--- config.mk ---
export PLATFORM = sky130hd
export DESIGN_NAME = plob_ram
export DESIGN_NICKNAME = d
export VERILOG_FILES = /design/src/design/plob_ram.sv
export SDC_FILE = /design/constraint.sdc
export NUM_CORES = 1
export LEC_CHECK = 0
export ABC_CLOCK_PERIOD_IN_PS = 4600
export BUFFER_PORTS_ARGS = -buffer_cell sky130_fd_sc_hd__buf_2
export CORE_ASPECT_RATIO = 1.4
export CORE_MARGIN = 1
export CORE_UTILIZATION = 40
export DETAILED_ROUTE_END_ITERATION = 12
export SLEW_MARGIN = 0
export SYNTH_ARGS = -nofsm -noshare
export SYNTH_HDL_FRONTEND = slang
export SYNTH_SLANG_ARGS = --single-unit
--- constraint.sdc ---
create_clock -name i_clk -period 4.6 [get_ports i_clk]
set_clock_uncertainty 0.05 [all_clocks]
set_input_delay 0.23 -clock i_clk [delete_from_list [all_inputs] [get_ports i_clk]]
set_output_delay 0.23 -clock i_clk [all_outputs]
set_load 0.005 [all_outputs]
--- src/design/plob_ram.sv ---
// ----------------------------------------------------------------------------
// plob_ram: generic single port RAM
// One write or one read per cycle, registered read data.
// ----------------------------------------------------------------------------
module plob_ram #(
    parameter int WIDTH = 8,
    parameter int DEPTH = 16
) (
    input  logic                     i_clk,
    input  logic                     i_we,
    input  logic [$clog2(DEPTH)-1:0] i_addr,
    input  logic [WIDTH-1:0]         i_wdata,
    output logic [WIDTH-1:0]         o_rdata
);
    logic [WIDTH-1:0] r_mem [DEPTH];

    always_ff @(posedge i_clk) begin
        if (i_we) begin
            r_mem[i_addr] <= i_wdata;
        end
        o_rdata <= r_mem[i_addr];
    end
endmodule

# After elaboration in Yosys (flattened, before gate mapping)
# Memory sizes are Yosys's and may differ from the RTL's. A register that Yosys moved wholly into a read port is not among the register bits.
# Cells that the tools add are included.
totals:
  regBits: 0
  ramBits: 128
  inputBits: 14
  out_inout_bits: 8
  elab_cells: 3
  mem_count: 1
classes:
  n_mux: 2
memory_table:
  columns: ["memory", "depth", "width", "read_ports", "rd_ports_with_merged_regs", "write_ports", "line_no", "rtl"]
  rows:
  - ["r_mem", 16, 8, 1, 1, 1, "15", "logic [WIDTH-1:0] r_mem [DEPTH];"]
ops:
  columns: ["op", "n"]
  rows:
  - ["1-bit 2-to-1 mux", 2]

# Depth between registers and ports, before layout
depth:
  ltp_word: 2
  ltp_mapped: 5
  depth_no_buf: 3

# Worst setup path after synthesis
# OpenSTA, ideal clock, no wires.
synth_timing:
  path_kind: "in2reg"
  from: "input port i_addr[2]"
  to: "memory r_mem[0][0] (enable)"
  setup_time_ns: 0.383
  arrival_ns: 1.340
  required_time_ns: 4.167
  slack_ns: 2.827
  path_stages: 2
  n_path_buf: 0
  path_cell_list: "or3b_2 -> nor3_1"
synth_lines:
  columns: ["item", "line_no", "rtl"]
  rows:
  - ["from (decl)", "11", "input logic [$clog2(DEPTH)-1:0] i_addr,"]
  - ["to (decl)", "15", null]
# No word-level cell before the write port.

# Final worst setup path
layout_timing:
  from: "input port i_addr[0]"
  to: "memory r_mem[11][2] (enable)"
# No word-level cell before the write port.

==> summary.md <==
| Metric | Value |
|---|---|
| Cts repair resizes | 0 |
| HPWL after DPL | 6540 um |
| Die H | 135 um |
| Worst IR drop on VDD | 0.206 mV |
| Worst Setup Start Kind | primary input |
| Initial drt markers | 204 |
| Initial antenna violation count | 0 |
| Met2 routed WL | 5700 um |
| Layout cells sized above 1 | 31.4% |
| Cell count after synthesis | 230 |
| Overflow after GRT | 0 |
| Post-cts hold buffer count | 0 |
| Fmax | 476 MHz |
| Syn Nets | 244 |
| Die W | 97.1 um |
| Post-synthesis compound-gate area fraction | 2.37% |
| RSZ-0062 raised after global routing | false |
| Final Cycle Share | 45.7% |
| IO Pins | 22 |
| Antenna Nets Post-Route | 0 |
| CTS H-tree lvls | 4 |
| Mapped Avg Cell Area | 22.0 sq um |
| Leakage | 1.94 nW |
| Final Worst Setup Slack | 2.50 ns |
| Wl on met1 | 4100 um |
| Vias in the first global route | 2483 |
| Final-layout fill cell count | 1001 |
| Count of state elements after synthesis | 136 |
| Slew @ Worst Pin | 1.23 ns |
| Drt wl/cell | 24.6 um |
| CTS sink cnt | 136 |
| Post-synthesis cell type count | 18 |
| Finish-stage setup viols | 0 |
| Mux share of post-synthesis cell area | 14.2% |
| First-pass GRT wire length | 15700 um |
| Type of the worst setup path | in2reg |
| Place WS | 2.04 ns |
| Final min period | 2.10 ns |
| Post-Synth XOR/XNOR Area | 0% |
| Crit-path cells | buf_2 > nand2_1 > nor2_1 |
| Starting Density | 41.2% |
| Via/cell ratio | 5.39 |
| Worst-Skew Late Latency | 0.40 ns |
| Post-CTS Setup Bufs | 0 |
| Area Overhead vs Synth | 17.3% |
| Max transition margin | 17.3% |
| GR Util All Layers | 17.2% |
| PwrDens | 493 nW/um^2 |
| WP data required | 4.57 ns |
| Post-synthesis adder-cell area fraction | 0% |
| Seq/Total Area, Yosys | 79.0% |
| Met3 WL | 369 um |
| Drt total wl | 10400 um |
| CP Capture Type | flip-flop |
| Port buffer count | 21 |
| Drt first pass iters | 4 |
| Largest net degree at the start of global routing | 40 |
| Worst EP arrival | 2.07 ns |
| # nets final | 275 |
| Cts bufs inserted | 17 |
| Fin Setup TNS | 0 ns |
| Yosys warns | 0 |
| # rows | 48 |
| Clock root cell | clkbuf_16 |
| Final core occ | 48.3% |
| Post-route DRC | 0 |
| Worst-path maximum fanout | 33 |
| Crit. Startpoint | i_addr[0] |
| Final hold violations | 0 |
| Largest family of logic cells by synthesized area | multiplexers |
| Core outline area | 12300 sq um |
| Hold path startpoint | i_wdata[0] |
| Slowest stage cell, crit path | buf_2 |
| Max Root-Sink Buffers | 2 |
| Gpl congestion | 0.726 |
| Via count | 2287 |
| Worst Hold Class | in2reg |
| CTS tree | done |
| DR top layer | met4 |
| Ant. Diodes | 0 |
| Status | complete, no violations |
| Post-Synth Simple-Gate Area | 3.21% |
| Worst-path clk slew | 0.05 ns |
| Slew Viols, Final | 0 |
| Max incr delay on CP | 0.79 ns |
| Max-cap violations | 0 |
| Full die area | 13100 sq um |
| Synthesized area | 5070 sq um |
| Worst r2r src | r_mem[2][7] |
==> cell usage in the layout, fill, tap and decap left out, types with 3 or more instances in the layout <==
master     count
clkbuf_8       3
edfxtp_1     128
buf_2         21
dfxtp_1        8
mux4_2        32
a22oi_1       16
clkbuf_16     17
clkinv_2       4
bufinv_16      4
nand2_1        9
nor2_1        13
nor3_1         3
clkbuf_1       3
==> cell usage after synthesis <==
master | count | area [sq um]
or3b_2 | 1 | 8.76
nand2_1 | 9 | 33.8
nor2b_1 | 2 | 12.5
nor3_1 | 4 | 20.0
nand3_1 | 1 | 5.00
a22oi_1 | 16 | 120
buf_6 | 2 | 22.5
dfxtp_1 | 8 | 160
and2_1 | 1 | 6.26
buf_2 | 2 | 10.0
edfxtp_1 | 128 | 3840
buf_1 | 4 | 15.0
clkbuf_1 | 2 | 7.51
nand3b_1 | 2 | 15.0
nand2b_1 | 2 | 12.5
nor2_1 | 13 | 48.8
mux4_2 | 32 | 721
clkbuf_2 | 1 | 5.00
==> final cells by class <==
class                           count  area, sq um  area share (%)
Sequential cell                   136         4000            67.3
Multi-Input combinational cell     83         1010            17.0
Clock buffer                       23          478            8.04
Tap cell                          150          188            3.16
Clock inverter                      9          148            2.48
Timing Repair Buffer               23          120            2.02
==> sequential cells by signal, summed over array words and instances (netlist names) <==
name     cells
r_mem      128
o_rdata      8
==> path summary, 6_finish.rpt <==
path	end	slack, ns	cells after the start
setup / recovery	r_mem[11][2]	2.50	3
hold / removal	r_mem[0][0]	0.19	1
setup reg to reg	o_rdata[7]	3.14	3
hold reg to reg	o_rdata[7]	0.65	3
==> through the flow <==
step	hold slack, ns	power (W)	instances	cell area (sq um)
2_1_floorplan	0.279	0.00149	230	5070
3_3_place_gp	0.560	0.00155	392	5320
3_5_place_dp	0.561	0.00155	392	5320
4_1_cts	0.186	0.00295	424	5940
5_1_grt	0.192	0.00301	424	5950
6_report	0.192	0.00293	424	5950
==> logic make-up after synthesis <==
family / after synthesis
AO/OA/AOI/OAI: 16
multiplexers: 32
AND/OR/NAND/NOR: 35
buffers and inverters: 11
flip-flops: 136
==> routing by layer <==
layer / GRT usage, % / up-vias
met5: 0 / -
met1: 19.9 / 1199
met4: 8.21 / 0
met3: 4.08 / 13
li1: - / 1024
met2: 30.3 / 51
==> critical path: cells and delay by family <==
| kind | cells | cell delay (ns) |
|---|---|---|
| buffers and inverters | 1 | 0.79 |
| and+or+nand+nor | 2 | 1.04 |
==> power by group <==
part,switching [W],internal [W],total [W]
Sequential,0.00000913,0.00139,0.00140
Clock,0.000463,0.000947,0.00141
Combinational,0.0000769,0.0000502,0.000127
No activity file was read; power rests on OpenSTA's default activity.
